$ cat src/rtl/core/bayer_bilinear_demosaic_top_assert.svh
// Assertion macros shared by the demosaic RTL.
// Used by bayer_bilinear_demosaic_top; no other dependencies.
`ifndef BAYER_BILINEAR_DEMOSAIC_TOP_ASSERT_SVH
`define BAYER_BILINEAR_DEMOSAIC_TOP_ASSERT_SVH

// condition holds at every clock edge outside reset
`define BBD_ASSERT_HOLDS(label, clk, rst, cond, msg) \
   label: assert property (@(posedge clk) disable iff (rst) (cond)) else $error(msg);

// antecedent implies consequent in the same cycle
`define BBD_ASSERT_IMPLIES(label, clk, rst, ante, cons, msg) \
   label: assert property (@(posedge clk) disable iff (rst) (ante) |-> (cons)) else $error(msg);

// antecedent implies consequent in the next cycle
`define BBD_ASSERT_NEXT(label, clk, rst, ante, cons, msg) \
   label: assert property (@(posedge clk) disable iff (rst) (ante) |=> (cons)) else $error(msg);

`endif

$ cat src/rtl/core/bbd_pkg.sv
// Shared types, constants and color-filter tables for the Bayer demosaic.
// No dependencies; used by every module of the block.
`default_nettype none

package bbd_pkg;

   // data widths
   localparam int PIXEL_W        = 8;
   localparam int LINE_WIDTH_W   = 12;
   localparam int FRAME_HEIGHT_W = 13;
   localparam int PHASE_W        = 2;

   // default sizes
   localparam int MAX_WIDTH_DEF  = 2048;
   localparam int MAX_HEIGHT_DEF = 4096;

   // interior window: first usable counter value and trailing margin
   localparam int EDGE_MIN  = 3;
   localparam int EDGE_TAIL = 2;

   // register file
   localparam int CSR_ADDR_W  = 4;
   localparam int CSR_DATA_W  = 32;
   localparam logic [1:0] REG_LINE_WIDTH   = 2'd0;
   localparam logic [1:0] REG_FRAME_HEIGHT = 2'd1;
   localparam logic [1:0] REG_BAYER_PHASE  = 2'd2;

   localparam logic [LINE_WIDTH_W-1:0]   LINE_WIDTH_RST   = 12'd640;
   localparam logic [FRAME_HEIGHT_W-1:0] FRAME_HEIGHT_RST = 13'd480;
   localparam logic [PHASE_W-1:0]        BAYER_PHASE_RST  = 2'd0;

   // color-filter site offsets, bit p for phase p
   localparam logic [3:0] RED_SX    = 4'b0101;
   localparam logic [3:0] RED_SY    = 4'b1100;
   localparam logic [3:0] BLUE_SX   = 4'b1010;
   localparam logic [3:0] BLUE_SY   = 4'b0011;
   localparam logic [3:0] GREEN_PAR = 4'b0110;

   typedef struct packed {
      logic [LINE_WIDTH_W-1:0]   line_width;
      logic [FRAME_HEIGHT_W-1:0] frame_height;
      logic [PHASE_W-1:0]        bayer_phase;
   } cfg_type;

   typedef struct packed {
      logic               shift;
      logic               col_odd;
      logic               row_odd;
      logic [PHASE_W-1:0] phase;
   } win_ctl_type;

   typedef struct packed {
      logic [PIXEL_W-1:0] blue;
      logic [PIXEL_W-1:0] green;
      logic [PIXEL_W-1:0] red;
   } rgb_type;

endpackage

`default_nettype wire

$ cat src/rtl/core/bbd_window.sv
// 3x3 pixel window and bilinear color interpolation.
// Depends on bbd_pkg for the control and color types and filter tables.
`default_nettype none

module bbd_window (
   input  wire logic                         clock,
   input  wire logic                         reset,
   input  wire bbd_pkg::win_ctl_type         ctl,
   input  wire logic [bbd_pkg::PIXEL_W-1:0]  top,
   input  wire logic [bbd_pkg::PIXEL_W-1:0]  mid,
   input  wire logic [bbd_pkg::PIXEL_W-1:0]  px,
   output      bbd_pkg::rgb_type             rgb
);

   // rows: 0 two lines back, 1 previous line, 2 current line
   // columns: 0 oldest, 2 newest
   logic [bbd_pkg::PIXEL_W-1:0] win_ff [3][3];
   logic [bbd_pkg::PIXEL_W-1:0] win_in [3][3];

   logic [bbd_pkg::PIXEL_W:0]   sum_vert, sum_horz;
   logic [bbd_pkg::PIXEL_W+1:0] sum_diag, sum_cross;
   logic [bbd_pkg::PIXEL_W-1:0] avg_vert, avg_horz, avg_diag, avg_cross, center;
   logic                        red_lx, red_ly, blue_lx, blue_ly, green_site;

   function automatic logic [bbd_pkg::PIXEL_W-1:0] pick(
      input logic                        lx,
      input logic                        ly,
      input logic [bbd_pkg::PIXEL_W-1:0] c,
      input logic [bbd_pkg::PIXEL_W-1:0] v,
      input logic [bbd_pkg::PIXEL_W-1:0] h,
      input logic [bbd_pkg::PIXEL_W-1:0] d
   );
      logic [bbd_pkg::PIXEL_W-1:0] r;
      if (!lx && !ly) begin
         r = c;
      end else if (!lx) begin
         r = v;
      end else if (!ly) begin
         r = h;
      end else begin
         r = d;
      end
      return r;
   endfunction

   // window after this transfer's shift
   always_comb begin
      for (int k = 0; k < 3; k++) begin
         win_in[k][0] = win_ff[k][1];
         win_in[k][1] = win_ff[k][2];
      end
      win_in[0][2] = top;
      win_in[1][2] = mid;
      win_in[2][2] = px;
   end

   always_ff @(posedge clock) begin
      if (reset) begin
         for (int k = 0; k < 3; k++) begin
            for (int j = 0; j < 3; j++) begin
               win_ff[k][j] <= '0;
            end
         end
      end else if (ctl.shift) begin
         win_ff <= win_in;
      end
   end

   // neighbor means, truncated
   always_comb begin
      center    = win_in[1][1];
      sum_vert  = {1'b0, win_in[0][1]} + {1'b0, win_in[2][1]};
      sum_horz  = {1'b0, win_in[1][0]} + {1'b0, win_in[1][2]};
      sum_diag  = {2'b00, win_in[0][0]} + {2'b00, win_in[2][0]}
                + {2'b00, win_in[0][2]} + {2'b00, win_in[2][2]};
      sum_cross = {2'b00, win_in[0][1]} + {2'b00, win_in[2][1]}
                + {2'b00, win_in[1][0]} + {2'b00, win_in[1][2]};
      avg_vert  = sum_vert[bbd_pkg::PIXEL_W:1];
      avg_horz  = sum_horz[bbd_pkg::PIXEL_W:1];
      avg_diag  = sum_diag[bbd_pkg::PIXEL_W+1:2];
      avg_cross = sum_cross[bbd_pkg::PIXEL_W+1:2];
   end

   // site offsets from the filter phase
   always_comb begin
      red_lx     = ctl.col_odd ^ bbd_pkg::RED_SX[ctl.phase];
      red_ly     = ctl.row_odd ^ bbd_pkg::RED_SY[ctl.phase];
      blue_lx    = ctl.col_odd ^ bbd_pkg::BLUE_SX[ctl.phase];
      blue_ly    = ctl.row_odd ^ bbd_pkg::BLUE_SY[ctl.phase];
      green_site = (ctl.col_odd ^ ctl.row_odd) == bbd_pkg::GREEN_PAR[ctl.phase];
      rgb.red    = pick(red_lx, red_ly, center, avg_vert, avg_horz, avg_diag);
      rgb.blue   = pick(blue_lx, blue_ly, center, avg_vert, avg_horz, avg_diag);
      rgb.green  = green_site ? center : avg_cross;
   end

endmodule

`default_nettype wire

$ cat config.mk
export PLATFORM = sky130hd
export DESIGN_NAME = bbd_window
export DESIGN_NICKNAME = d
export VERILOG_FILES = /design/src/rtl/core/bayer_bilinear_demosaic_top_assert.svh /design/src/rtl/core/bbd_pkg.sv /design/src/rtl/core/bbd_window.sv
export SDC_FILE = /design/constraint.sdc
export NUM_CORES = 1
export LEC_CHECK = 0
export BUFFER_PORTS_ARGS = -buffer_cell sky130_fd_sc_hd__buf_4
export CAP_MARGIN = 20
export CORE_MARGIN = 5
export CORE_UTILIZATION = 40
export CTS_CLUSTER_SIZE = 16
export DETAILED_ROUTE_END_ITERATION = 7
export GPL_ROUTABILITY_DRIVEN = 1
export PLACE_DENSITY_LB_ADDON = 0.08
export SLEW_MARGIN = 30
export SYNTH_ARGS = -nofsm -noshare
export SYNTH_HDL_FRONTEND = slang
export SYNTH_SLANG_ARGS = --single-unit
$ cat constraint.sdc
create_clock -name clock -period 7.66 [get_ports clock]
set_input_delay 0.383 -clock clock [delete_from_list [all_inputs] [get_ports clock]]
set_output_delay 0.383 -clock clock [all_outputs]
set_load 0.005 [all_outputs]
# Word level (Yosys, flattened, before mapping)
# Cells that the tools add are included.
classes:
  mux: 17
  bitwise: 5
  n_lt_le_gt_ge: 1
  add_sub_neg: 8
  reduce_logical: 6
  n_eq_ne: 1
op_table:
  columns: ["operator", "count"]
  rows:
  - ["$mux 8", 7]
  - ["$add 8x8->9", 4]
  - ["$add 10x8->10", 2]
  - ["$add 9x8->10", 2]
  - ["$bmux 1 s2", 5]
  - ["$mux 1", 5]
  - ["$xor 1x1->1", 5]
  - ["$logic_not 1->1", 4]
  - ["$lt 2x3->1 const B", 1]
  - ["$logic_and 1x1->1", 2]
  - ["$eq 1x1->1", 1]
word_totals:
  regBits: 48
  input_bits: 31
  out_inout_bits: 24
  word_cells: 44

# Longest topological paths before layout
# Gate-level depths: netlist of run 1.
logic_depth:
  word_depth: 6
  depth_mapped: 12
  ltp_nobuf: 12

# Worst setup path after synthesis of run 1
# No wires, ideal clock.
synth_path:
  kind: "in2out"
  start: "in top[1] (netlist bit)"
  end: "out rgb[21] (netlist bit)"
  t_arrival_ps: 2957
  path_stages: 12
  setup_slack_ps: 4320
  required_ps: 7277
  n_path_buf: 0
  cell_sequence: "inv_1 > fa_1 > inv_1 > fa_1 > nand3b_1 > fa_1 > nor2b_1 > o21a_1 > o211ai_2 > nand3b_1 > xor2_1 > mux4_2"
synth_lines:
  columns: ["item", "line", "rtl"]
  rows:
  - ["start: declaration", "bbd_window.sv:9", "input wire logic [bbd_pkg::PIXEL_W-1:0] top,"]
  - ["end: declaration", "bbd_window.sv:12", "output bbd_pkg::rgb_type rgb"]

==> results_dict.tcl, run 1 <==
set metrics [dict create \
    drc 0 \
    post-dp-hpwl_mm 8.13 \
    synth_edf_count 0 \
    initial_core_util_pct 40.7 \
    fin_nets 647 \
    antenna_found_initial 0 \
    layout_common_cells "inv_1, nor2_1, buf_4" \
    tightest_slew_ns 0.830 \
    p_comb_share_pct 46.5 \
    swShare_pct 37.3 \
    die_h_um 115 \
    io_buffers 54 \
    power.density_nw_per_um2 163 \
    layout-drive-gt1-share_pct 15.2 \
    antenna_left 0 \
    yosysSeqAreaShare_pct 21.8 \
    clkPwrFrac_pct 19.9 \
    clockRootBuffer "clkbuf_8" \
    netSwitchingPower_uw 307 \
    timing.critical_path.mode_cell "fa_1" \
    tns_ns 0 \
    routed_via_density 5.01 \
    cp_max_fo 4 \
    crit_end "rgb[15]" \
    cp_top_family "adder cells" \
    ys_ff_latch 48 \
    num_antenna_cells 0 \
    async_reset_ff_share_pct 0 \
    crit_path_top_delay_cell "fa_1" \
    cts_buffer_depth 2 \
    grt_pass1_vias 3574 \
    path_cells "inv_1 > fa_1 > fa_1 > inv_1 > fa_1 > a21o_1 > a21oi_1 > o21bai_1 > a21oi_1 > o21ai_0 > o311a_1 > buf_4" \
    grt_pass1_wl_mm 17.1 \
    critPathRequiredTime_ns 7.28 \
    clk_pin_slew_worst_paths_ns 0.10 \
    cp.buffers_inverters 3 \
    core-area_sq_um 10800 \
    drt_iter0_drc 96 \
    post-place-ws_ns 3.92 \
    hold_violations 0 \
    max_slew_margin_pct 44.7 \
    reg2reg_slack_ns 6.90 \
    gp_congestion 0.827 \
    cts_tree "built" \
    crit-reg2reg-launch "win_ff[48]" \
    finalWorstSetupSlack_ns 3.75 \
    setup_viol 0 \
    reg2regPathDepth 2 \
    r2r_end "win_ff[56]" \
    via_count 3469 \
    synth_top_cells_by_area "dfxtp_1, fa_1, mux2i_1" \
    overflow 0 \
    finalMaxSlewViolations 0 \
    cts.hold.buffers_added 0 \
    totalWireLength_mm 10.1 \
    pin_count 55 \
    end_kind "output port" \
    synth_warnings 0 \
    arrival_ns 3.53 \
    final_common_cell "inv_1" \
    rows 38 \
    maxCapViolCount 0 \
    yosysTopAreaCell "dfxtp_1" \
    outcome "finished clean" \
    h-tree-depth 2 \
    cts_made_buffers 5 \
    grt_max_degree 49 \
    holdPathStages 3 \
    postLayoutCellArea_sq_um 5040 \
    syn_area_sq_um 4410 \
    min_path_type "in -> reg" \
    syn_nets 602 \
    clock-sinks 48 \
    post-route-period-util_pct 51.1 \
    synth.avg_cell_area_sq_um 8.69 \
    slowest_delay_ns 0.51 \
    yosysUniqueCellTypes 48 \
    power_leakage_nw 2.43 \
    ys.flop_type "dfxtp_1" \
    power_frac_seq_pct 33.6 \
    start_kind "flip-flop" \
    path_depth 12 \
    p_int_uw 516 \
    syn_to_final_growth_pct 14.5 \
    fin_skew_ns 0.00446 \
    rsz0062_at_grt "false" \
    fmax_ghz 0.256 \
    period_needed_ns 3.91 \
    wl_per_cell_um 14.6 \
    crit_type "reg -> out" \
    place_area_sq_um 4930 \
    dieWidth_um 115 \
    syn_inst 507 \
    dr.pass1.iters 4 \
    ir_drop_mv 0.0931 \
    track_usage_pct 16.1 \
    cts_resized 0 \
    synth_top_cell_area_share_pct 21.8 \
    clkLatencyLatePin_ns 0.31 \
    worstSetupStartpoint "win_ff[2]" \
    die_area_sq_um 13200 \
    post_cts_buffers 0 \
]
==> cell usage after synthesis (2+ instances only) <==
library cell and number:
inv_1 91, nor2_1 60, mux2i_1 50, dfxtp_1 48
fa_1 34, nand2_1 32, ha_1 30, a21oi_1 26
xnor2_1 14, xor2_1 14, nor3_1 11, o21ai_0 11
clkbuf_1 10, a31oi_1 6, buf_2 6, a21o_1 5
mux4_2 5, nand3b_1 4, o211ai_2 4, o21a_1 4
or2_2 4, a211oi_1 3, nand2b_1 3, nor2b_1 3
nand3_1 2, nand4_1 2, o211ai_1 2, o311a_1 2
or3_1 2
==> metal layers <==
metal	wire (um)	part of all wire [%]	track usage, %	vias to the layer above
met4	117	1.2	3.44	0
li1	-	-	-	1753
met1	4940	49	21.9	1648
met3	396	3.9	2.47	8
met5	0	0	0	-
met2	4660	46	27.4	60
==> worst register-to-register path: stages, from the launching register on <==
cell     delay, ns
dfxtp_1       0.47
mux2i_1       0.11
nor2_1        0.11
==> through the flow <==
step | hold slack (ns) | power, mW | cells | util [%]
2_1_floorplan | 0.460 | 0.534 | 507 | -
3_3_place_gp | 0.473 | 0.659 | 685 | 45.5
3_5_place_dp | 0.482 | 0.665 | 685 | 45.5
4_1_cts | 0.302 | 0.833 | 693 | 46.3
5_1_grt | 0.302 | 0.894 | 693 | 46.5
6_report | 0.308 | 0.823 | 693 | 46.5
==> worst min-delay path by stage <==
stage,startpoint,endpoint,slack (ns)
2_1_floorplan,win_ff[10],win_ff[10],0.46
3_3_place_gp,win_ff[59],win_ff[59],0.47
3_5_place_dp,win_ff[59],win_ff[59],0.48
4_1_cts,top[0],win_ff[48],0.30
5_1_grt,top[6],win_ff[54],0.30
6_report,px[3],win_ff[3],0.31
==> sequential cells by signal, indices dropped and copies added, names as in the netlist <==
register  flops
center        8
win_ff       40
==> power groups by stage <==
stage	clock network (mW)	logic [mW]	registers (mW)
after detailed placement	0	0.383	0.282
after CTS	0.171	0.386	0.276
after floorplan	0	0.258	0.275
after global placement	0	0.377	0.282
after global routing	0.184	0.431	0.279
final	0.164	0.383	0.276
==> cell type report <==
cell class	instances	area, sq um
well taps	140	175
clock inverters	3	21.3
clock buffers	5	68.8
flip-flops and latches	48	961
repair buffers	55	413
inverters	91	342
fillers	1086	5800
multi-input cells	351	3060
==> kinds of logic after synthesis <==
logic type | after synthesis | share of synthesized area (%)
AO/OA/AOI/OAI | 72 | 11.0
XOR/XNOR | 29 | 5.93
adder cells (fa/ha/maj) | 64 | 24.0
buffers and inverters | 108 | 9.46
flip-flops | 48 | 21.8
multiplexers | 57 | 14.8
AND/OR/NAND/NOR | 129 | 13.1
Note: power is estimated with default switching activity, not from simulation.
==> run 2: changes to the inputs <==
==> constraint.sdc (replaced) <==
create_clock -name clock -period 3.4 [get_ports clock]
set_input_delay 0.17 -clock clock [delete_from_list [all_inputs] [get_ports clock]]
set_output_delay 0.17 -clock clock [all_outputs]
set_load 0.005 [all_outputs]
==> run 2 against run 1 <==
The flow now finishes with violations (setup timing). Clock skew hardly changed. Die area stayed put. Combinational power grew to 2.5 times the previous value. Sequential cell count stayed put. Setup slack worse by 3.9 ns. Sequential share of layout area is 0.66 points lower.
==> results_dict.tcl, run 2 (synthesis gave the netlist of run 1 again) <==
set metrics [dict create \
    critPathRequiredTime_ns 3.23 \
    rows 38 \
    wl_per_cell_um 14.7 \
    via_count 3512 \
    tns_ns -0.688 \
    start_kind "flip-flop" \
    holdPathStages 3 \
    hold_violations 0 \
    power_leakage_nw 2.54 \
    layout-drive-gt1-share_pct 24.4 \
    die_area_sq_um 13200 \
    setup_viol 9 \
    grt_max_degree 49 \
    track_usage_pct 16.1 \
    largest_register_ffs 40 \
    maxCapViolCount 0 \
    hold_ws_ns 0.0998 \
    r2r_end "win_ff[13]" \
    power.density_nw_per_um2 383 \
    nFillCells 1081 \
    io_buffers 54 \
    reg2reg_slack_ns 2.59 \
    max_slew_margin_pct 41.4 \
    fmax_ghz 0.281 \
    end_kind "output port" \
    routed_via_density 4.97 \
    core-area_sq_um 10800 \
    finalWorstSetupSlack_ns -0.160 \
    min_path_type "in -> reg" \
    ir_drop_mv 0.218 \
    layout_common_cells "inv_1, buf_4, nor2_1" \
    slowest_delay_ns 0.51 \
    clk_pin_slew_worst_paths_ns 0.10 \
    reg2regPathDepth 3 \
    top_usage_layer "met2" \
    grt_pass1_wl_mm 17.0 \
    cts_buffer_depth 2 \
    met2_usage_pct 26.5 \
    grt_pass1_vias 3534 \
    rsz0062_at_grt "true" \
    utilization_pct 49.1 \
    period_needed_ns 3.56 \
    clkLatencyLatePin_ns 0.31 \
    crit-reg2reg-launch "win_ff[5]" \
    num_antenna_cells 0 \
    cp.buffers_inverters 3 \
    pin_count 55 \
    cts.hold.buffers_added 0 \
    top_register "win_ff" \
    fin_nets 660 \
    cts_made_buffers 5 \
    dieWidth_um 115 \
    overflow 0 \
    outcome "complete, but fails checks" \
    die_h_um 115 \
    hold_path_end "win_ff[0]" \
    cp_max_fo 2 \
    gp_congestion 0.818 \
    crit_type "reg -> out" \
    h-tree-depth 2 \
    clockRootBuffer "clkbuf_8" \
    tightest_slew_ns 0.873 \
    gr-usage-met1_pct 22.5 \
    fin_skew_ns 0.00455 \
    crit_path_top_delay_cell "fa_1" \
    dr.pass1.iters 4 \
    drt_iter0_drc 107 \
    final_common_cell "inv_1" \
    postLayoutCellArea_sq_um 5330 \
    antenna_found_initial 0 \
    clock-sinks 48 \
    finalPower_mw 2.04 \
    finalMaxSlewViolations 0 \
    syn_to_final_growth_pct 20.9 \
    cts_tree "built" \
    post-route-period-util_pct 105 \
    totalWireLength_mm 10.4 \
    path_cells "inv_2 > fa_1 > inv_2 > fa_1 > nand3b_1 > fa_2 > nor2b_1 > o21a_1 > o211ai_2 > nand3b_1 > xor2_1 > mux4_2 > buf_6" \
    place_area_sq_um 4970 \
    initial_core_util_pct 40.7 \
    arrival_ns 3.39 \
    drc 0 \
    antenna_left 0 \
    post-dp-hpwl_mm 8.18 \
    violations "setup timing" \
    min_from "px[0]" \
    use_met3_pct 1.95 \
    cp_top_family "adder cells" \
]
## run 2: cell types whose count changed in the layout (fill, tap and decap cells not counted), sizes merged
cell and delta:
inv -1, buf +13, bufinv +1, clkbuf +1, clkinvlp -1
## run 2: area by class of cell
type                    instances  area, sq um  area share (%)
well taps                     140          175            3.29
multi-input cells             351         3180            59.6
repair buffers                 68          533            10.0
clock buffers                   6         82.6            1.55
clock inverters                 2         38.8           0.728
flip-flops and latches         48          980            18.4
inverters                      91          342            6.41
## run 2: how the worst max path moves through the flow
stage          startpoint      end  slack, ns  cells past startpoint
2_1_floorplan  win_ff[11]  rgb[21]       0.39                     11
3_3_place_gp       top[1]  rgb[21]       0.09                     14
3_5_place_dp   win_ff[11]  rgb[21]       0.08                     12
4_1_cts         win_ff[9]  rgb[21]      -0.18                     13
5_1_grt         win_ff[9]  rgb[21]      -0.34                     13
6_report        win_ff[9]  rgb[21]      -0.16                     13
## run 2: metrics by stage
step	setup WS [ns]	instances
5_1_grt	-0.338	706
3_5_place_dp	0.0836	691
2_1_floorplan	0.386	507
3_3_place_gp	0.0873	691
6_report	-0.160	706
4_1_cts	-0.184	701
## run 2: worst min-delay path: stages
cell	delay [ns]
buf_4	0.08
mux2i_1	0.06
nor2_1	0.07
## run 2: layer usage
| metal | wire length [um] | share of wire, % |
|---|---|---|
| met1 | 5180 | 50 |
| met2 | 4770 | 46 |
| met3 | 305 | 2.9 |
| met4 | 147 | 1.4 |
| met5 | 0 | 0 |
## run 2: what timing repair did
item,in CTS,in global routing
buffers inserted,2,5
endpoints found under the setup margin,15,15
resized for setup,23,32
pin swaps,15,28
## run 2: power breakdown
group / total [mW] / leakage (nW) / switching [mW] / internal, mW
clock: 0.455 / 0.0614 / 0.214 / 0.241
combinational: 0.966 / 2.08 / 0.475 / 0.491
sequential: 0.621 / 0.399 / 0.0313 / 0.590
