### src/rtl/core/bayer_bilinear_demosaic_top_assert.svh
// Assertion macros shared by the demosaic RTL.
// Used by bayer_bilinear_demosaic_top; no other dependencies.
`ifndef BAYER_BILINEAR_DEMOSAIC_TOP_ASSERT_SVH
`define BAYER_BILINEAR_DEMOSAIC_TOP_ASSERT_SVH

// condition holds at every clock edge outside reset
`define BBD_ASSERT_HOLDS(label, clk, rst, cond, msg) \
   label: assert property (@(posedge clk) disable iff (rst) (cond)) else $error(msg);

// antecedent implies consequent in the same cycle
`define BBD_ASSERT_IMPLIES(label, clk, rst, ante, cons, msg) \
   label: assert property (@(posedge clk) disable iff (rst) (ante) |-> (cons)) else $error(msg);

// antecedent implies consequent in the next cycle
`define BBD_ASSERT_NEXT(label, clk, rst, ante, cons, msg) \
   label: assert property (@(posedge clk) disable iff (rst) (ante) |=> (cons)) else $error(msg);

`endif

### src/rtl/core/bbd_pkg.sv
// Shared types, constants and color-filter tables for the Bayer demosaic.
// No dependencies; used by every module of the block.
`default_nettype none

package bbd_pkg;

   // data widths
   localparam int PIXEL_W        = 8;
   localparam int LINE_WIDTH_W   = 12;
   localparam int FRAME_HEIGHT_W = 13;
   localparam int PHASE_W        = 2;

   // default sizes
   localparam int MAX_WIDTH_DEF  = 2048;
   localparam int MAX_HEIGHT_DEF = 4096;

   // interior window: first usable counter value and trailing margin
   localparam int EDGE_MIN  = 3;
   localparam int EDGE_TAIL = 2;

   // register file
   localparam int CSR_ADDR_W  = 4;
   localparam int CSR_DATA_W  = 32;
   localparam logic [1:0] REG_LINE_WIDTH   = 2'd0;
   localparam logic [1:0] REG_FRAME_HEIGHT = 2'd1;
   localparam logic [1:0] REG_BAYER_PHASE  = 2'd2;

   localparam logic [LINE_WIDTH_W-1:0]   LINE_WIDTH_RST   = 12'd640;
   localparam logic [FRAME_HEIGHT_W-1:0] FRAME_HEIGHT_RST = 13'd480;
   localparam logic [PHASE_W-1:0]        BAYER_PHASE_RST  = 2'd0;

   // color-filter site offsets, bit p for phase p
   localparam logic [3:0] RED_SX    = 4'b0101;
   localparam logic [3:0] RED_SY    = 4'b1100;
   localparam logic [3:0] BLUE_SX   = 4'b1010;
   localparam logic [3:0] BLUE_SY   = 4'b0011;
   localparam logic [3:0] GREEN_PAR = 4'b0110;

   typedef struct packed {
      logic [LINE_WIDTH_W-1:0]   line_width;
      logic [FRAME_HEIGHT_W-1:0] frame_height;
      logic [PHASE_W-1:0]        bayer_phase;
   } cfg_type;

   typedef struct packed {
      logic               shift;
      logic               col_odd;
      logic               row_odd;
      logic [PHASE_W-1:0] phase;
   } win_ctl_type;

   typedef struct packed {
      logic [PIXEL_W-1:0] blue;
      logic [PIXEL_W-1:0] green;
      logic [PIXEL_W-1:0] red;
   } rgb_type;

endpackage

`default_nettype wire

### src/rtl/core/bbd_csr.sv
// Configuration registers behind an APB-style port.
// Depends on bbd_pkg for register codes, widths and reset values.
`default_nettype none

module bbd_csr (
   input  wire logic                            clock,
   input  wire logic                            reset,
   input  wire logic                            psel,
   input  wire logic                            penable,
   input  wire logic                            pwrite,
   input  wire logic [bbd_pkg::CSR_ADDR_W-1:0]  paddr,
   input  wire logic [bbd_pkg::CSR_DATA_W-1:0]  pwdata,
   output      logic [bbd_pkg::CSR_DATA_W-1:0]  prdata,
   output      logic                            pready,
   output      bbd_pkg::cfg_type                cfg
);

   bbd_pkg::cfg_type cfg_ff, cfg_in;
   logic             wr_en;
   logic [1:0]       reg_sel;

   assign pready  = 1'b1;
   assign reg_sel = paddr[3:2];
   assign wr_en   = psel & penable & pwrite & pready;
   assign cfg     = cfg_ff;

   // register write decode
   always_comb begin
      cfg_in = cfg_ff;
      if (wr_en) begin
         case (reg_sel)
            bbd_pkg::REG_LINE_WIDTH: begin
               cfg_in.line_width = pwdata[bbd_pkg::LINE_WIDTH_W-1:0];
            end
            bbd_pkg::REG_FRAME_HEIGHT: begin
               cfg_in.frame_height = pwdata[bbd_pkg::FRAME_HEIGHT_W-1:0];
            end
            bbd_pkg::REG_BAYER_PHASE: begin
               cfg_in.bayer_phase = pwdata[bbd_pkg::PHASE_W-1:0];
            end
            default: begin
               cfg_in = cfg_ff;
            end
         endcase
      end
   end

   always_ff @(posedge clock) begin
      if (reset) begin
         cfg_ff.line_width   <= bbd_pkg::LINE_WIDTH_RST;
         cfg_ff.frame_height <= bbd_pkg::FRAME_HEIGHT_RST;
         cfg_ff.bayer_phase  <= bbd_pkg::BAYER_PHASE_RST;
      end else begin
         cfg_ff <= cfg_in;
      end
   end

   // read mux
   always_comb begin
      case (reg_sel)
         bbd_pkg::REG_LINE_WIDTH: begin
            prdata = bbd_pkg::CSR_DATA_W'(cfg_ff.line_width);
         end
         bbd_pkg::REG_FRAME_HEIGHT: begin
            prdata = bbd_pkg::CSR_DATA_W'(cfg_ff.frame_height);
         end
         bbd_pkg::REG_BAYER_PHASE: begin
            prdata = bbd_pkg::CSR_DATA_W'(cfg_ff.bayer_phase);
         end
         default: begin
            prdata = '0;
         end
      endcase
   end

endmodule

`default_nettype wire

### config.mk
export PLATFORM = sky130hd
export DESIGN_NAME = bbd_csr
export DESIGN_NICKNAME = d
export VERILOG_FILES = /design/src/rtl/core/bayer_bilinear_demosaic_top_assert.svh /design/src/rtl/core/bbd_pkg.sv /design/src/rtl/core/bbd_csr.sv
export SDC_FILE = /design/constraint.sdc
export NUM_CORES = 1
export LEC_CHECK = 0
export BUFFER_PORTS_ARGS = -buffer_cell sky130_fd_sc_hd__buf_2
export CAP_MARGIN = 25
export CORE_MARGIN = 4
export CORE_UTILIZATION = 45
export CTS_CLUSTER_DIAMETER = 40
export DETAILED_ROUTE_END_ITERATION = 16
export HOLD_SLACK_MARGIN = 0.15
export MAX_ROUTING_LAYER = met4
export PLACE_DENSITY = 0.85
export SYNTH_ARGS = -nofsm -noshare
export SYNTH_HDL_FRONTEND = slang
export SYNTH_SLANG_ARGS = --single-unit
### constraint.sdc
create_clock -name clock -period 2.4 [get_ports clock]
set_input_delay 0.36 -clock clock [delete_from_list [all_inputs] [get_ports clock]]
set_output_delay 0.36 -clock clock [all_outputs]
set_load 0.01 [all_outputs]
# Yosys cells after proc, flatten, opt, wreduce, memory -nomap -nowiden
# Cells that the tools add are included.
[classes]
mul = 0
div_mod_pow = 0
magnitude_cmp = 0
n_mux = 1
eq_ne = 2
n_shift = 0
reduce_logical = 4
n_addsub = 0
bitwise_logic = 2
[op_table]
columns = ["cell", "n"]
rows = [
  ["$pmux 13 s3", 1],
  ["$reduce_and 2->1", 3],
  ["$and 1x1->1", 2],
  ["$eq 2x1->1 const B", 1],
  ["$eq 2x2->1 const B", 1],
  ["$logic_not 2->1", 1],
]
[word_totals]
input_bits = 41
mem_bits_ro = 0
memories = 0
word_cells = 12
out_inout_bits = 60
mem_bits_rw = 0
latchBits = 0
register_bits = 27

# Longest topological paths before layout
# Gate-level depths: netlist (run 1).
[logic_depth]
word_depth = 3
ltp_mapped = 4
ltp_nobuf = 3

# Worst setup path after synthesis (run 1)
# No wires, ideal clock.
[synth_timing]
path_type = "in2out"
startpoint = "input paddr[2] in the netlist's numbering"
endpoint = "output prdata[10] in the netlist's numbering"
required_ns = 2.040
setup_slack_ns = 0.967
arrival_ns = 1.073
cell_stages = 4
n_path_buf = 2
cell_sequence = "buf_2 -> buf_2 -> mux2i_1 -> nor2_1"
[synth_via]
elab_chain_len = 2
word_cells_on_any_way = 4
cone_classes = "eq/ne: 2; mux: 1; reduce/logical: 1"
[synth_rtl]
columns = ["item", "line", "rtl"]
rows = [
  ["start, declared", "bbd_csr.sv:11", "input wire logic [bbd_pkg::CSR_ADDR_W-1:0] paddr,"],
  ["$eq 2x2->1 (tied with other cells)", "bbd_csr.sv:60", "case (reg_sel)"],
  ["$pmux 13 s3 (*)", "bbd_csr.sv:60", ""],
  ["end, declared", "bbd_csr.sv:13", "output logic [bbd_pkg::CSR_DATA_W-1:0] prdata,"],
]
# Every way passes the cells marked *; elsewhere a longest branch is shown, timed or not.

# Worst setup path after layout (run 1)
[layout_timing]
startpoint = "input paddr[3] in the netlist's numbering"
endpoint = "output prdata[1] in the netlist's numbering"
# Same word-level chain as after synthesis.

==> reports/metrics.yaml, run 1 <==
status: "finished clean"
cts.sinks: 27
die_w_um: 65.88
drt-initial-drc-count: 70
drc: 0
crit_required_ps: 2040
die-area_sq_um: 4340
cts.repair.resized: 0
post_cts_buffers: 0
endpoint_kind: "output port"
synthDominantCellAreaShare: 0.3585
final-max-slew-violation-count: 0
largest_register_ffs: 27
crit_arrival_ps: 1260
wl_um: 3145
fin_area_sq_um: 1764
place.port_buffers: 59
worst-path-max-fanout: 18
rsz0062_at_grt: "false"
track_usage: 0.1448
hold_violations: 0
cts_made_buffers: 3
clk-insertion-delay-late_ps: 320
timing.slew.headroom: 0.5406
syn_area_per_cell_sq_um: 9.193
clockPowerShare: 0.255
period_minus_slack_ps: 1616
netlist_area_sq_um: 1508
clk_path_buf_depth: 2
dpl_worst_slack_ps: 775.1
critPathMaxStageDelay_ps: 310
path_clk_slew_ps: 140
ir_worst_vdd_mv: 0.1988
p_per_area_nw_per_um2: 432.9
row_count: 20
post_dp_cell_area_sq_um: 1738
p_sw_frac: 0.2606
nNetsFinal: 259
ant_nets: 0
cp-start-kind: "primary input"
num_antenna_cells: 0
power_switching_uw: 199.0
dr.pass1.iters: 4
area_delta_synth_final_pct: 17.01
root_buffer: "clkbuf_4"
timing.fmax_mhz: 618.8
routed_via_density: 4.579
drive_gt1_frac: 0.3041
routed-via-count: 1195
antenna_found_initial: 0
post-route-period-util: 0.6733
pwr-share-seq: 0.600
cp_slowest_cell: "buf_2"
yosys.area_share.xor_xnor: 0
fin_setup_tns_ps: 0
synthCells: 164
grt_pass1_wl_um: 4830
grt-ovfl-total: 0
gp_congestion: 0.7713
yosys_warnings: 0
start_util: 0.4820
top_level_ports: 101
path_buf_inv: 2
final.setup_skew_ps: 0
critical_path.cell_chain: "buf_2 > nor2b_1 > nand2_1 > o21ai_0 > buf_2"
worstHoldPathType: "primary input to flip-flop"
cts_hold_buffers: 0
yosys.area_share.simple: 0.2365
synth_fa_ha_area_frac: 0
critical-path-top-delay-family: "buffers and inverters"
dp_hpwl_um: 2363
ctsHtreeMaxLevel: 1
worst_pin_slew_ps: 685.4
synthTopCellsByArea: "dfxtp_1 36%, mux2i_1 26%, nand2b_1 14%"
final_core_util: 0.5640
grt_max_degree: 45
post_drt_wl_per_cell_um: 12.05
die_y_um: 65.88
worst_slack_ps: 784.0
synth.yosys.seq_area_share: 0.3585
synth_top_family_by_area: "multiplexers"
p_int_uw: 564.7
grt_pass1_vias: 1081
path_class: "primary input to output port"
max_cap_violations: 0
synthDistinctLibCells: 19
cts_tree: "done"
crit_top_cell: "buf_2"
synth_seq_cells: 27
core_sq_um: 3128
synth-compound-area-share: 0.006639
synth_top_area_cell: "dfxtp_1"
combPwrFrac: 0.145
synth_mux_area_frac: 0.2589
setup_viol: 0
p_leak_uw: 0.0008923
-- placed cells by master, fill, tap and decap left out --
master / count
dfxtp_1: 27
clkbuf_1: 1
mux2i_1: 39
or3b_1: 1
clkbuf_4: 3
o21ai_0: 2
and3b_1: 1
nand4_1: 1
or3_1: 1
buf_2: 59
nor3b_2: 1
nor3_2: 1
nand2b_1: 33
nand2_1: 2
buf_4: 2
nor2b_1: 1
conb_1: 20
nand3_1: 1
nor2_1: 21
-- cells by family after synthesis --
family | count (synthesis)
simple gates | 64
mux | 39
buf+inv | 30
flops | 27
compound gates | 2
other cells | 2
-- per-stage QoR --
stage | hold WS, ps | total power, uW | instances
3_3_place_gp | 466.4 | 578.0 | 257
3_5_place_dp | 473.1 | 579.5 | 257
4_1_cts | 276.1 | 773.4 | 261
5_1_grt | 289.8 | 804.0 | 261
2_1_floorplan | 500.5 | 567.1 | 182
6_report | 284.7 | 763.7 | 261
-- worst paths after layout --
path         slack (ps)        from   endpoint  depth (start not counted)
min                 280  pwdata[12]    cfg[14]                          3
min reg2reg         490     cfg[14]    cfg[14]                          2
max                 780    paddr[3]  prdata[1]                          5
max reg2reg        1730     cfg[24]    cfg[24]                          2
-- synth_stat cells --
master    number
nand2_1        2
buf_6          1
dfxtp_1       27
nand4_1        1
conb_1         2
nand3_1        1
nor2b_1        1
clkbuf_1       5
nand2b_1      33
or3_1          1
nor3b_2        1
o21ai_0        2
buf_2          3
and3b_1        1
mux2i_1       39
nor2_1        21
buf_4         21
nor3_2         1
or3b_1         1
-- power by group through the flow --
stage | clock network (uW) | registers, uW | logic (uW)
floorplan | 0 | 471 | 96.5
CTS | 203 | 459 | 112
detailed placement | 0 | 468 | 111
global placement | 0 | 468 | 110
finish | 195 | 458 | 111
global route | 222 | 460 | 122
-- layer usage --
layer	GRT usage	vias to the layer above	routed length, um
met5	-	-	0
met4	0.03886	0	11
met3	0.02211	2	222
met2	0.2553	47	1570
met1	0.1705	544	1340
li1	-	602	-
-- worst reg2reg max path, delay by kind of cell, from the launching register on --
| family | cells | cell delay (ps) |
|---|---|---|
| DFF | 1 | 340 |
| and+or+nand+nor | 1 | 120 |
| muxes | 1 | 90 |
-- final cells by class --
class	count	area [sq um]
fillers	304	1364
multi-input cells	125	832.0
clock buffers	4	26.28
well taps	44	55.05
repair buffers	61	310.3
flip-flops and latches	27	540.5
Note: power is estimated with default switching activity, not from simulation.
==> inputs of run 2 (changes only) <==
--- a/config.mk
+++ b/config.mk
@@ -8,12 +8,12 @@
 export BUFFER_PORTS_ARGS = -buffer_cell sky130_fd_sc_hd__buf_2
 export CAP_MARGIN = 25
 export CORE_MARGIN = 4
-export CORE_UTILIZATION = 45
+export CORE_UTILIZATION = 41
 export CTS_CLUSTER_DIAMETER = 40
 export DETAILED_ROUTE_END_ITERATION = 16
 export HOLD_SLACK_MARGIN = 0.15
 export MAX_ROUTING_LAYER = met4
-export PLACE_DENSITY = 0.85
+export PLACE_DENSITY = 0.79
 export SYNTH_ARGS = -nofsm -noshare
 export SYNTH_HDL_FRONTEND = slang
 export SYNTH_SLANG_ARGS = --single-unit
==> constraint.sdc (replaced) <==
create_clock -name clock -period 1.53 [get_ports clock]
set_input_delay 0.2295 -clock clock [delete_from_list [all_inputs] [get_ports clock]]
set_output_delay 0.2295 -clock clock [all_outputs]
set_load 0.01 [all_outputs]
==> run 2 against run 1 <==
  * Sequential power grew 57%
  * Cell count grew 2.7%
  * Sequential cell count is the same
  * Cell area grew 4.1%
  * Die area grew 8.6%
  * Clock power grew 110%
  * Total power grew 71%
  * First-iteration DRC count shrank 63%
  * Critical endpoint is now prdata[2]
==> reports/metrics.yaml, run 2 (same netlist as run 1, synthesis figures left out) <==
most-common-layout-cells: "59 x buf_2, 39 x mux2i_1, 33 x nand2b_1, 27 x dfxtp_1, 21 x nor2_1"
worstHoldPathType: "primary input to flip-flop"
worst-path-max-fanout: 13
final-max-slew-violation-count: 0
top_level_ports: 101
antenna_found_initial: 0
fin_area_sq_um: 1837
p_per_area_nw_per_um2: 712.5
nNetsFinal: 264
instances_no_fill: 268
post-route-period-util: 0.9073
cts.repair.resized: 0
ant_nets: 0
rsz0062_at_grt: "false"
place.port_buffers: 59
die_y_um: 68.64
post_cts_buffers: 0
cts_tree: "done"
num_antenna_cells: 0
track_usage: 0.1461
ir_worst_vdd_mv: 0.2908
routed-via-count: 1212
start_util: 0.4380
critical_path.cell_chain: "buf_2 > buf_4 > mux2i_1 > nor2_1 > buf_2"
drc: 0
path_class: "primary input to output port"
max_cap_violations: 0
clk-insertion-delay-late_ps: 270
dr.pass1.iters: 4
crit_arrival_ps: 1160
period_minus_slack_ps: 1388
p_leak_uw: 0.0009327
post_dp_cell_area_sq_um: 1790
cts_hold_buffers: 0
root_buffer: "clkbuf_8"
grt_pass1_wl_um: 5071
path_buf_inv: 3
post_drt_wl_per_cell_um: 12.39
post-place-cells: 264
cts.sinks: 27
crit_top_cell: "buf_2"
die_w_um: 68.64
largest_register_ffs: 27
fillers: 348
timing.fmax_mhz: 720.4
critical-path-top-delay-family: "buffers and inverters"
grt-ovfl-total: 0
drt-initial-drc-count: 26
setup_viol: 0
clk_path_buf_depth: 2
path_clk_slew_ps: 90
wl_um: 3320
critPathMaxStageDelay_ps: 300
fin_setup_tns_ps: 0
hold_violations: 0
cts_made_buffers: 3
core_sq_um: 3442
cp_slowest_cell: "buf_2"
area_delta_synth_final_pct: 21.83
routed_via_density: 4.522
row_count: 21
final_common_cell: "buf_2"
cp-start-kind: "primary input"
die-area_sq_um: 4711
status: "finished clean"
ctsHtreeMaxLevel: 1
grt_max_degree: 26
dp_hpwl_um: 2564
endpoint_kind: "output port"
crit_required_ps: 1300
drive_gt1_frac: 0.3243
grt_pass1_vias: 1091
final.setup_skew_ps: 0
gp_congestion: 0.7032
## run 2: power by group
part	total, uW	internal [uW]	switching, uW
combinational	185	80.3	105
clock	405	182	223
sequential	718	711	6.49
## run 2: stage by stage
step | power [uW] | utilization | hold WS (ps) | worst slack [ps]
final | 1309 | 0.5336 | 220.2 | 141.9
after global routing | 1373 | 0.5336 | 219.4 | 59.05
after CTS | 1318 | 0.5336 | 216.9 | 119.0
after detailed placement | 921.3 | 0.5202 | 485.2 | 117.9
after global placement | 918.5 | 0.5202 | 469.0 | 150.2
after floorplan | 889.6 | - | 384.8 | 358.0
## run 2: worst paths after layout
kind | startpoint | end | slack [ps] | depth (start not counted)
worst max register to register | cfg[20] | cfg[20] | 890 | 2
worst min-delay path | pwdata[12] | cfg[14] | 220 | 3
worst min register to register | cfg[12] | cfg[12] | 490 | 2
worst max-delay path | paddr[2] | prdata[2] | 140 | 5
## run 2: final cells by class
class	instances	area [sq um]	share of cell area
well taps	46	57.56	0.03134
clock buffers	3	41.29	0.02248
multi-input cells	125	832.0	0.4530
clock inverters	1	5.005	0.002725
flip-flops and latches	27	540.5	0.2943
repair buffers	66	360.3	0.1962
## run 2: worst register-to-register path, cell delays in order, from the launching register on
cell,delay (ps)
dfxtp_1,370
nand2b_1,70
mux2i_1,130
## run 2: metal layers
layer,vias up,GRT usage,wire (um)
met4,0,0.03722,12
met2,45,0.2420,1601
met1,554,0.1845,1425
li1,611,-,-
met5,-,-,0
met3,2,0.02431,280
==> inputs of run 3 (changes only) <==
--- a/config.mk
+++ b/config.mk
@@ -7,10 +7,11 @@
 export LEC_CHECK = 0
 export BUFFER_PORTS_ARGS = -buffer_cell sky130_fd_sc_hd__buf_2
 export CAP_MARGIN = 25
-export CORE_MARGIN = 4
 export CORE_UTILIZATION = 41
+export CTS_BUF_LIST = sky130_fd_sc_hd__clkbuf_4 sky130_fd_sc_hd__clkbuf_8 sky130_fd_sc_hd__clkbuf_16
 export CTS_CLUSTER_DIAMETER = 40
 export DETAILED_ROUTE_END_ITERATION = 16
+export GPL_TIMING_DRIVEN = 0
 export HOLD_SLACK_MARGIN = 0.15
 export MAX_ROUTING_LAYER = met4
 export PLACE_DENSITY = 0.79
==> run 3 against run 2 <==
  * Sequential cell count unchanged
  * Clock power fell by 3%
  * Wire length is 4.9% lower
  * Die area fell by 17%
  * Combinational power grew 18%
  * Hold slack worse by 6.3 ps
  * Critical path type unchanged
  * Critical endpoint unchanged
  * Sequential share of layout area decreased by 1.9 points
==> reports/metrics.yaml, run 3 (same netlist as run 1, synthesis figures left out) <==
max_cap_violations: 0
final-seq-area_sq_um: 540.5
final_common_cell: "buf_2"
cp-startpoint: "paddr[2]"
final-max-slew-violation-count: 0
post_drt_wl_per_cell_um: 10.92
most-common-layout-cells: "60 x buf_2, 39 x mux2i_1, 33 x nand2b_1, 27 x dfxtp_1"
timing.fmax_mhz: 702.4
hold_violations: 0
antenna_found_initial: 0
grt_pass1_vias: 1101
crit_required_ps: 1300
grt_max_degree: 16
cts_made_buffers: 3
cts_hold_buffers: 0
worstHoldPathType: "primary input to flip-flop"
routed_via_density: 4.408
cts_tree: "done"
crit_arrival_ps: 1190
critPathCapture: "prdata[2]"
period_minus_slack_ps: 1424
dr.pass1.iters: 2
die-area_sq_um: 3924
final.setup_skew_ps: 0
p_leak_uw: 0.001021
area_delta_synth_final_pct: 30.29
gp_congestion: 0.7551
multi_input_area_sq_um: 832.0
num_antenna_cells: 0
nNetsFinal: 285
place.port_buffers: 57
status: "finished clean"
timing.slew.headroom: 0.5774
r2r_start: "cfg[24]"
post_cts_buffers: 0
top_level_ports: 101
track_usage: 0.1644
setup_viol: 0
wl_um: 3156
cts.repair.resized: 0
fin_setup_tns_ps: 0
dp_hpwl_um: 2452
post-route-period-util: 0.9306
clk-insertion-delay-late_ps: 260
worst_pin_slew_ps: 630.5
cp-start-kind: "primary input"
start_util: 0.4380
dpl_worst_slack_ps: 88.49
die_y_um: 62.64
path_clk_slew_ps: 90
drc: 0
ant_nets: 0
drt-initial-drc-count: 32
fillers: 337
grt_pass1_wl_um: 4974
row_count: 21
ir_worst_vdd_mv: 0.3033
clk_path_buf_depth: 2
grt-ovfl-total: 0
path_class: "primary input to output port"
largest_register_ffs: 27
die_w_um: 62.64
worst-path-max-fanout: 10
core_sq_um: 3442
p_per_area_nw_per_um2: 676.5
drive_gt1_frac: 0.3621
worst_slack_ps: 106.3
worst-r2r-setup-slack_ps: 870
r2r_end: "cfg[24]"
endpoint_kind: "output port"
rsz0062_at_grt: "false"
ctsHtreeMaxLevel: 1
root_buffer: "clkbuf_8"
routed-via-count: 1274
cts.sinks: 27
r2r_cells: 2
-- run 3: cell types whose count changed in the layout (fill, tap and decap cells not counted), sizes merged --
cell,delta
buf,+16
clkbuf,+5
-- run 3: final cells by class --
type / count / share of cell area
Clock buffer: 3 / 0.02102
Multi-Input combinational cell: 125 / 0.4236
Timing Repair Buffer: 57 / 0.1452
Tap cell: 46 / 0.02930
Clock inverter: 1 / 0.002548
Buffer: 30 / 0.1032
Sequential cell: 27 / 0.2752
-- run 3: worst min path at each step --
stage	start	to	slack, ps	cells after the start
finish	pwdata[12]	cfg[14]	210	3
detailed placement	cfg[11]	cfg[11]	480	2
global placement	cfg[11]	cfg[11]	470	2
floorplan	pwdata[5]	cfg[20]	380	2
CTS	pwdata[12]	cfg[14]	210	3
global route	pwdata[12]	cfg[14]	220	3
-- run 3: per-layer routing --
layer | routed length (um) | global-route usage | vias to the layer above
met2 | 1429 | 0.2677 | 48
met5 | 0 | - | -
met3 | 209 | 0.03467 | 2
met1 | 1502 | 0.1987 | 570
met4 | 15 | 0.06105 | 0
li1 | - | - | 654
-- run 3: critical path, cell delays in order --
cell and delay (ps):
buf_2 190, buf_2 340, mux2i_1 230, nor2_1 50, buf_2 160
-- run 3: metrics by stage --
step,util,hold slack [ps],std cells,area [sq um],total power [uW]
3_5_place_dp,0.5573,477.8,285,1918,953.0
4_1_cts,0.5707,210.0,289,1964,1345
5_1_grt,0.5707,218.5,289,1964,1391
6_report,0.5707,213.9,289,1964,1329
2_1_floorplan,-,384.8,182,1575,889.6
3_3_place_gp,0.5573,472.5,285,1918,951.3
-- run 3: where the power goes --
group	total, uW	internal (uW)	switching, uW
clock network	392	182	210
logic	219	108	111
registers	718	711	6.74
total	1330	1000	328
